--- src/hw/rtl/gal_pkg.sv ---
// Package: word types, unit command and operation codes for the gcd/lcm block
`default_nettype none
package gal_pkg;

  localparam int unsigned IN_W  = 32;
  localparam int unsigned GCD_W = 32;
  localparam int unsigned LCM_W = 64;

  localparam logic OP_DIV = 1'b0;
  localparam logic OP_MUL = 1'b1;

  typedef struct packed {
    logic [IN_W-1:0] first_operand;
    logic [IN_W-1:0] second_operand;
  } gal_in_t;

  typedef struct packed {
    logic [GCD_W-1:0] divisor_result;
    logic [LCM_W-1:0] multiple_result;
    logic             both_zero_error;
  } gal_out_t;

  typedef struct packed {
    logic start;
    logic op;
  } gal_cmd_t;

endpackage
`default_nettype wire

--- src/hw/rtl/gal_unit.sv ---
// Shared bit-serial divide / shift-add multiply unit on one adder
`default_nettype none
module gal_unit #(
  parameter int unsigned W = 32
) (
  input  wire                logic            clk,
  input  wire                logic            rst_n,
  input  wire                gal_pkg::gal_cmd_t cmd,
  input  wire                logic [W-1:0]    opa,
  input  wire                logic [W-1:0]    opb,
  output logic                                done,
  output logic [W-1:0]                        quo,
  output logic [W-1:0]                        rem,
  output logic [2*W-1:0]                      prod
);
  import gal_pkg::*;

  localparam int unsigned CNT_W = $clog2(W);

  logic [W:0]       hi_r, hi_nxt;
  logic [W-1:0]     lo_r, lo_nxt;
  logic [W-1:0]     b_r;
  logic             op_r;
  logic             busy_r, busy_nxt;
  logic             done_r, done_nxt;
  logic [CNT_W-1:0] cnt_r, cnt_nxt;

  logic [W:0]       rem_sh;
  logic [W:0]       add_x, add_y;
  logic             add_c;
  logic [W+1:0]     add_s;

  always_comb begin
    rem_sh = {hi_r[W-1:0], lo_r[W-1]};
    if (op_r == OP_DIV) begin
      add_x = rem_sh;
      add_y = ~{1'b0, b_r};
      add_c = 1'b1;
    end else begin
      add_x = hi_r;
      add_y = lo_r[0] ? {1'b0, b_r} : '0;
      add_c = 1'b0;
    end
    add_s = {1'b0, add_x} + {1'b0, add_y} + {{(W+1){1'b0}}, add_c};
  end

  always_comb begin
    hi_nxt   = hi_r;
    lo_nxt   = lo_r;
    busy_nxt = busy_r;
    cnt_nxt  = cnt_r;
    done_nxt = 1'b0;
    if (cmd.start) begin
      hi_nxt   = '0;
      lo_nxt   = opa;
      busy_nxt = 1'b1;
      cnt_nxt  = '0;
    end else if (busy_r) begin
      if (op_r == OP_DIV) begin
        // carry out set when the shifted remainder is not below the divisor
        if (add_s[W+1]) begin
          hi_nxt = add_s[W:0];
          lo_nxt = {lo_r[W-2:0], 1'b1};
        end else begin
          hi_nxt = rem_sh;
          lo_nxt = {lo_r[W-2:0], 1'b0};
        end
      end else begin
        hi_nxt = {1'b0, add_s[W:1]};
        lo_nxt = {add_s[0], lo_r[W-1:1]};
      end
      cnt_nxt = cnt_r + 1'b1;
      if (cnt_r == CNT_W'(W-1)) begin
        busy_nxt = 1'b0;
        done_nxt = 1'b1;
      end
    end
  end

  always_ff @(posedge clk) begin
    if (!rst_n) begin
      busy_r <= 1'b0;
      done_r <= 1'b0;
      cnt_r  <= '0;
    end else begin
      busy_r <= busy_nxt;
      done_r <= done_nxt;
      cnt_r  <= cnt_nxt;
    end
  end

  always_ff @(posedge clk) begin
    hi_r <= hi_nxt;
    lo_r <= lo_nxt;
    if (cmd.start) begin
      b_r  <= opb;
      op_r <= cmd.op;
    end
  end

  assign done = done_r;
  assign quo  = lo_r;
  assign rem  = hi_r[W-1:0];
  assign prod = {hi_r[W-1:0], lo_r};

endmodule
`default_nettype wire

--- src/hw/rtl/gcd_and_lcm.sv ---
// Top level: gcd by Euclid's remainder method and lcm as (a / gcd) * b
// Each remainder step, the quotient a / gcd and the product run in turn on the one shared
// divide/multiply unit; a word with both operands zero skips the unit and flags both_zero_error.
// One word in flight; in_stall is high until the result is registered, then the next word can be taken.
// Synchronous active-low reset clears the sequencer and drops any pending result.
`default_nettype none
module gcd_and_lcm #(
  parameter int unsigned OPERAND_WIDTH = 32
) (
  input  wire  logic              clk,
  input  wire  logic              rst_n,
  input  wire  logic              in_valid,
  output logic                    in_stall,
  input  wire  gal_pkg::gal_in_t  in_data,
  output logic                    out_valid,
  input  wire  logic              out_stall,
  output gal_pkg::gal_out_t       out_data
);
  import gal_pkg::*;

  localparam int unsigned W = OPERAND_WIDTH;

  localparam logic [2:0] S_IDLE = 3'd0;
  localparam logic [2:0] S_STEP = 3'd1;
  localparam logic [2:0] S_MOD  = 3'd2;
  localparam logic [2:0] S_QUO  = 3'd3;
  localparam logic [2:0] S_MUL  = 3'd4;
  localparam logic [2:0] S_FIN  = 3'd5;

  logic [2:0]   state_r, state_nxt;
  logic [W-1:0] a_r, a_nxt;
  logic [W-1:0] b_r, b_nxt;
  logic [W-1:0] big_r, big_nxt;
  logic [W-1:0] small_r, small_nxt;
  gal_out_t     res_r, res_nxt;
  gal_out_t     out_r, out_nxt;
  logic         out_valid_r, out_valid_nxt;

  logic [W-1:0] in_a, in_b;
  logic         accept;

  gal_cmd_t     cmd;
  logic [W-1:0] opa, opb;
  logic         u_done;
  logic [W-1:0] u_quo, u_rem;
  logic [2*W-1:0] u_prod;

  gal_unit #(.W(W)) u_unit (
    .clk  (clk),
    .rst_n(rst_n),
    .cmd  (cmd),
    .opa  (opa),
    .opb  (opb),
    .done (u_done),
    .quo  (u_quo),
    .rem  (u_rem),
    .prod (u_prod)
  );

  assign in_a   = in_data.first_operand[W-1:0];
  assign in_b   = in_data.second_operand[W-1:0];
  assign accept = in_valid && !in_stall;

  always_comb begin
    state_nxt     = state_r;
    a_nxt         = a_r;
    b_nxt         = b_r;
    big_nxt       = big_r;
    small_nxt     = small_r;
    res_nxt       = res_r;
    out_nxt       = out_r;
    out_valid_nxt = out_valid_r && out_stall;
    cmd           = '{start: 1'b0, op: OP_DIV};
    opa           = big_r;
    opb           = small_r;
    case (state_r)
      S_IDLE: begin
        if (accept) begin
          a_nxt = in_a;
          b_nxt = in_b;
          if (in_b > in_a) begin
            big_nxt   = in_b;
            small_nxt = in_a;
          end else begin
            big_nxt   = in_a;
            small_nxt = in_b;
          end
          if (in_a == '0 && in_b == '0) begin
            res_nxt   = '{divisor_result: '0, multiple_result: '0, both_zero_error: 1'b1};
            state_nxt = S_FIN;
          end else begin
            state_nxt = S_STEP;
          end
        end
      end
      S_STEP: begin
        cmd.start = 1'b1;
        if (small_r == '0) begin
          opa       = a_r;
          opb       = big_r;
          state_nxt = S_QUO;
        end else begin
          state_nxt = S_MOD;
        end
      end
      S_MOD: begin
        if (u_done) begin
          big_nxt   = small_r;
          small_nxt = u_rem;
          state_nxt = S_STEP;
        end
      end
      S_QUO: begin
        opa = u_quo;
        opb = b_r;
        if (u_done) begin
          cmd       = '{start: 1'b1, op: OP_MUL};
          state_nxt = S_MUL;
        end
      end
      S_MUL: begin
        if (u_done) begin
          res_nxt.divisor_result  = GCD_W'(big_r);
          res_nxt.multiple_result = LCM_W'(u_prod);
          res_nxt.both_zero_error = 1'b0;
          state_nxt               = S_FIN;
        end
      end
      S_FIN: begin
        if (!out_valid_r || !out_stall) begin
          out_nxt       = res_r;
          out_valid_nxt = 1'b1;
          state_nxt     = S_IDLE;
        end
      end
      default: state_nxt = S_IDLE;
    endcase
  end

  always_ff @(posedge clk) begin
    if (!rst_n) begin
      state_r     <= S_IDLE;
      out_valid_r <= 1'b0;
    end else begin
      state_r     <= state_nxt;
      out_valid_r <= out_valid_nxt;
    end
  end

  always_ff @(posedge clk) begin
    a_r     <= a_nxt;
    b_r     <= b_nxt;
    big_r   <= big_nxt;
    small_r <= small_nxt;
    res_r   <= res_nxt;
    out_r   <= out_nxt;
  end

  assign in_stall  = (state_r != S_IDLE);
  assign out_valid = out_valid_r;
  assign out_data  = out_r;

endmodule
`default_nettype wire

--- config.mk ---
export PLATFORM = sky130hd
export DESIGN_NAME = gcd_and_lcm
export DESIGN_NICKNAME = d
export VERILOG_FILES = /design/src/hw/rtl/gal_pkg.sv /design/src/hw/rtl/gal_unit.sv /design/src/hw/rtl/gcd_and_lcm.sv
export SDC_FILE = /design/constraint.sdc
export NUM_CORES = 1
export LEC_CHECK = 0
export BUFFER_PORTS_ARGS = -buffer_cell sky130_fd_sc_hd__buf_4
export CAP_MARGIN = 30
export CORE_MARGIN = 4
export CORE_UTILIZATION = 35
export CTS_CLUSTER_DIAMETER = 50
export DETAILED_ROUTE_END_ITERATION = 10
export PLACE_DENSITY = 0.52
export SLEW_MARGIN = 40
export SYNTH_ARGS = -nofsm -noshare
export SYNTH_HDL_FRONTEND = slang
export SYNTH_SLANG_ARGS = --single-unit
--- constraint.sdc ---
create_clock -name clk -period 16.1 [get_ports clk]
set_clock_uncertainty 0.15 [all_clocks]
set_input_delay 1.61 -clock clk [delete_from_list [all_inputs] [get_ports clk]]
set_output_delay 1.61 -clock clk [all_outputs]
set_load 0.05 [all_outputs]
# Word level (Yosys, flattened, before mapping)
# Cells that the tools add are included.
# classes
n_addsub,3
n_mul,0
div,0
n_lt_le_gt_ge,1
eq_ne,13
shift,0
mux,42
bitwise_logic,3
n_reduce_logical,23
# op_table
op,count
$mux W32,12
$mux W97,3
$pmux W32 S2,4
$pmux W97 S2,1
$mux W33,4
$logic_not A32 Y1,3
$add A33 B33 Y34,1
$add A34 B1 Y34,1
$not A32 Y33,1
$gt A32 B32 Y1,1
$mux W3,6
$pmux W3 S6,1
$mux W1,9
$ne A2 B2 Y1 const B,4
$eq A3 B2 Y1 const B,2
$eq A3 B3 Y1 const B,2
$ne A2 B1 Y1 const B,3
$reduce_and A2 Y1,3
$reduce_bool A2 Y1,3
$add A5 B1 Y5 const B,1
$eq A5 B5 Y1 const B,1
$reduce_and A5 Y1,1
$reduce_and A4 Y1,1
$eq A3 B1 Y1 const B,1
other kinds (11),16
# word_totals
register_bits,431
latchBits,0
mem_bits_rw,0
rom_bits,0
in_bits,68
output_inout_bits,99
mem_count,0

# Logic depth before layout (Yosys ltp)
# logic_depth
word_depth,8
depth_mapped,19
mapped_depth_nobuf,15

# By module
# A second synthesis with hierarchy kept.
# hier_totals
hier_cells,2096
area_unflattened_um2,22989.5
# by_module_without_submodules
module,instances,cells_each,area_each_um2,seq_area_each_um2
gcd_and_lcm,1,1210,15083.2,9749.4
gal_unit,1,886,7906.3,2752.6

# Worst setup path after synthesis
# Ideal clock, no wire load.
# synth_timing
path_type,in2reg
start,in in_data[4] (netlist name)
end,"reg res_r[0] (netlist name), enable pin"
arrival_ps,6488
t_required_ps,15397
setup_slack_ps,8909
stages,6
cell_sequence,nor4_1 nand4_1 nor2_1 nand4_1 o31a_1 nor2_1
# synth_via
elab_chain_len,4
# synth_rtl
element,line,rtl
start: declaration,gcd_and_lcm.sv:14,"input wire gal_pkg::gal_in_t in_data,"
$logic_not A32 Y1,gcd_and_lcm.sv:88,if (in_a == '0 && in_b == '0) begin
$logic_and A1 B1 Y1,gcd_and_lcm.sv:88,
$ne A2 B2 Y1 (no line),-,
$reduce_and A4 Y1 (no line),-,
end signal: assignment,gcd_and_lcm.sv:155,res_r <= res_nxt;
end: declaration,gcd_and_lcm.sv:35,"gal_out_t res_r, res_nxt;"
# Every way passes these cells.
# A chain may end at the register's enable or synchronous reset.

# Worst setup path in the final report
# layout_timing
start,reg u_unit.op_r
end,reg u_unit.hi_r[7]
# layout_via
elab_chain_len,5
word_cells_on_any_way,7
classes_between,2 x add/sub; 5 x mux
# layout_rtl
element,line,rtl
start: declaration,gal_unit.sv:23,logic op_r;
start signal: assignment,gal_unit.sv:97,op_r <= cmd.op;
$mux W33,gal_unit.sv:35,if (op_r == OP_DIV) begin
$add A33 B33 Y34,gal_unit.sv:44,"add_s = {1'b0, add_x} + {1'b0, add_y} + {{(W+1){1'b0}}, add_c};"
$add A34 B1 Y34,gal_unit.sv:44,
$mux W33,gal_unit.sv:61,if (add_s[W+1]) begin
$mux W33 (*),gal_unit.sv:59,if (op_r == OP_DIV) begin
end signal: assignment,gal_unit.sv:93,hi_r <= hi_nxt;
end: declaration,gal_unit.sv:20,"logic [W:0] hi_r, hi_nxt;"
# Mark *: on every way between the ends. The rest lies on a longest branch, timed or not.

==> reports/qor.txt <==
Outcome = finished, final reports clean
Max-Cap Viols = 0
I/O pins = 167
Leak = 9.565 nW
Initial Util = 0.3549
Final antenna-violating net count = 0
DP Cell Count = 2623
Postcts setup bufs = 0
Crit path max-delay family = compound AO/OA/AOI/OAI gates
Remaining global-route overflow = 0
Post-synthesis mux area share = 0.07028
WP data required = 16.44 ns
Worst path bufs/invs = 3
Ratio of cells with drive above 1 in the final layout = 0.1747
FILL cells = 5642
CP Capture Type = flop
Synth Area in Compound Gates = 0.1274
Number of synthesized register bits = 431
FF+latch area = 12500 um^2
RSZ-0062 raised after global routing = no
Mapped Area = 21030 um^2
Max incr delay on CP = 0.75 ns
Slowest cell on crit path = edfxtp_1
Simple-Gate Fraction of Synth Area = 0.1167
CTS tree = yes
Post-synth ARST share = 0
Via/cell ratio = 5.417
Peak Freq = 187.9 MHz
Adder-cell share of the synthesized area = 0.04059
Final setup viols = 0
GRT Total Usage = 0.1917
Post-synth EDFFs = 387
Final Cycle Share = 0.3306
Met2 global-route usage = 0.3131
Met3 Usage GRT = 0.02794
Clock net sink count = 431
Vias = 14766
Seq/Total Area, Yosys = 0.5946
Initial antenna violation count = 3
IO Port Bufs = 166
Xor/xnor cell area share of the yosys netlist = 0.01333
Slew Limit Fails = 0
Worst-path clk slew = 0.06 ns
DRC = 0
CP Max Fanout = 149
Worst skew pair latency = 0.61 ns
Pin count of the biggest net entering global routing = 150
Synth warn = 0
GP Congestion = 0.8816
Final Critical Period = 5.323 ns
Max Root-Sink Buffers = 3
CORE AREA = 59240 um^2
Area grow syn2layout = 18.83%
First-pass DRT Iterations = 5
Setup TNS = 0 ns
Largest family of logic cells by synthesized area = compound AO/OA/AOI/OAI gates
Synth top area cells = edfxtp_1 (55%), mux2i_1 (5.5%), dfxtp_1 (4.2%)
PostCTS Resize Cnt = 0
H-tree Lvls = 2
Nets@finish = 2042
Num CTS Buffers = 55
Wire length per cell = 22.86 um
Top_reg_cell synth = edfxtp_1
Synth unique cells = 73
Pwr Density = 175.8 nW/um^2
Die extent in x = 253.1 um
Tightest Pin Transition = 0.7634 ns
Worst Hold Class = reg -> reg
Grt peak-use layer = met2
Worst endpoint data arrival time = 5.66 ns
Syn_area_per_cell = 11.91 um^2
Crit-path cells = buf_12 > and2_1 > buf_4 > nand2_1 > o21ai_0 > ha_1 > a21oi_2 > nand2_1 > o21ai_0 > a2111oi_0 > or4_4 > a21o_1 > buf_4 > mux2i_1 > a211oi_1 > a31o_2
Net Count, Synth = 1900
First-pass GRT wire length = 93880 um
Area share of the largest cell type after synthesis = 0.5527
Max VDD drop = 0.1370 mV
Type of origin of the critical path = flop
Vias in the first global route = 14574
Multi-input gate area = 7815 um^2
Post-Syn Instances = 1765
Die footprint = 64060 um^2
DPL Wire Length = 43690 um
Rows = 89
Fin. Hold Viols = 0
Relative slew margins = 0.4864
Setup CP Type = reg -> reg
Post-Route WL = 62310 um
Post-synth top area cell = edfxtp_1
DIE HEIGHT = 253.1 um
Finished Layout Cells = 2726
CTS Root Cell = clkbuf_16
M1 GR Usage = 0.2725
Initial DRC Count = 1193
CTS hold repair buffers = 0
registers in the layout, indices dropped and copies added, names as in the netlist:
signal	count
state_r	3
a_r	32
u_unit.quo	32
big_r	32
u_unit.done	1
u_unit.b_r	32
b_r	32
out_data	97
u_unit.busy_r	1
u_unit.hi_r	33
u_unit.op_r	1
small_r	32
res_r	97
u_unit.cnt_r	5
out_valid	1
power breakdown:
part           leakage [nW]  total (W)  switching [W]  internal, W
Sequential             3.91    0.00173       0.000213      0.00152
Clock                 0.926    0.00129       0.000503     0.000789
Combinational          4.73    0.00137       0.000878     0.000491
Total                  9.56    0.00439        0.00160      0.00280
final timing paths:
check	start	end	slack [ns]	depth (start not counted)
setup / recovery	u_unit.op_r$_SDFFCE_PP0P_	u_unit.hi_r[7]$_SDFFE_PP0P_	10.78	16
hold / removal	res_r[77]$_SDFFCE_PN0P_	out_data[77]$_DFFE_PP_	0.27	0
hold reg to reg	res_r[77]$_SDFFCE_PN0P_	out_data[77]$_DFFE_PP_	0.27	0
setup reg to reg	u_unit.op_r$_SDFFCE_PP0P_	u_unit.hi_r[7]$_SDFFE_PP0P_	10.78	16
stage by stage:
stage	hold WS (ns)	util	power, W	setup slack (ns)	area (um^2)
finish	0.2662	0.4218	0.004394	10.78	24990
global route	0.2714	0.4217	0.004644	10.37	24980
CTS	0.2654	0.4214	0.004430	10.78	24960
detailed placement	0.2545	0.3888	0.003119	10.82	23040
global placement	0.2540	0.3886	0.003107	10.90	23020
floorplan	0.2503	-	0.002652	8.909	21030
logic make-up (layout without fill, tap and decap cells):
group	Yosys count	after routing
adders and majority gates	67	67
other	0	1
and+or+nand+nor	494	494
buffers and inverters	187	374
DFF	431	431
xor gates and xnor gates	32	32
muxes	144	144
AOI/OAI and AO/OA	410	410
synthesized netlist by cell type (8+ instances only):
cell / number
a211oi_1: 47
a21o_1: 23
a21oi_1: 83
a221o_1: 35
a22o_1: 13
and2_1: 8
and3_1: 99
clkbuf_1: 77
dfxtp_1: 44
edfxtp_1: 387
ha_1: 65
inv_1: 80
mux2_2: 29
mux2i_1: 115
nand2_1: 160
nand2b_1: 11
nand3_1: 21
nand4_1: 11
nor2_1: 84
nor2b_1: 41
nor3_1: 19
nor4_1: 26
o211ai_1: 9
o21ai_0: 130
xnor2_1: 19
xor2_1: 13
routing by layer:
layer,part of all wire,vias to the layer above
met5,0.00027,-
met4,0.019,4
met3,0.050,81
met2,0.47,411
met1,0.46,7333
li1,-,6937
cell usage in the layout, fill, tap and decap left out, types with 18 or more instances in the layout:
master,instances
nor2_1,81
ha_1,65
a211oi_1,46
dfxtp_1,44
nor3_1,18
nor2b_1,40
mux2i_1,115
edfxtp_1,387
mux2_2,29
inv_1,79
o21ai_0,129
a221o_1,35
nand2_1,160
clkbuf_16,56
a21o_1,22
a21oi_1,82
xnor2_1,19
nand3_1,21
and3_1,99
nor4_1,26
buf_4,181
area by class of cell:
| cell class | instances | share of cell area |
|---|---|---|
| Tap cell | 773 | 0.03871 |
| Sequential cell | 431 | 0.5004 |
| Clock inverter | 40 | 0.02018 |
| Clock buffer | 62 | 0.05699 |
| Antenna cell | 1 | 0.0001002 |
| Multi-Input combinational cell | 1147 | 0.3128 |
| Timing Repair Buffer | 189 | 0.05834 |
| Inverter | 83 | 0.01252 |
worst reg2reg max path, delay by kind of cell (launching register included):
| kind | cells | cell delay, ns |
|---|---|---|
| flip-flops | 1 | 0.75 |
| multiplexers | 1 | 0.19 |
| AND/OR/NAND/NOR | 4 | 1.06 |
| buffers and inverters | 3 | 1.15 |
| adder cells (fa/ha/maj) | 1 | 0.33 |
| AO/OA/AOI/OAI | 7 | 1.59 |
Note: power is estimated with default switching activity, not from simulation.
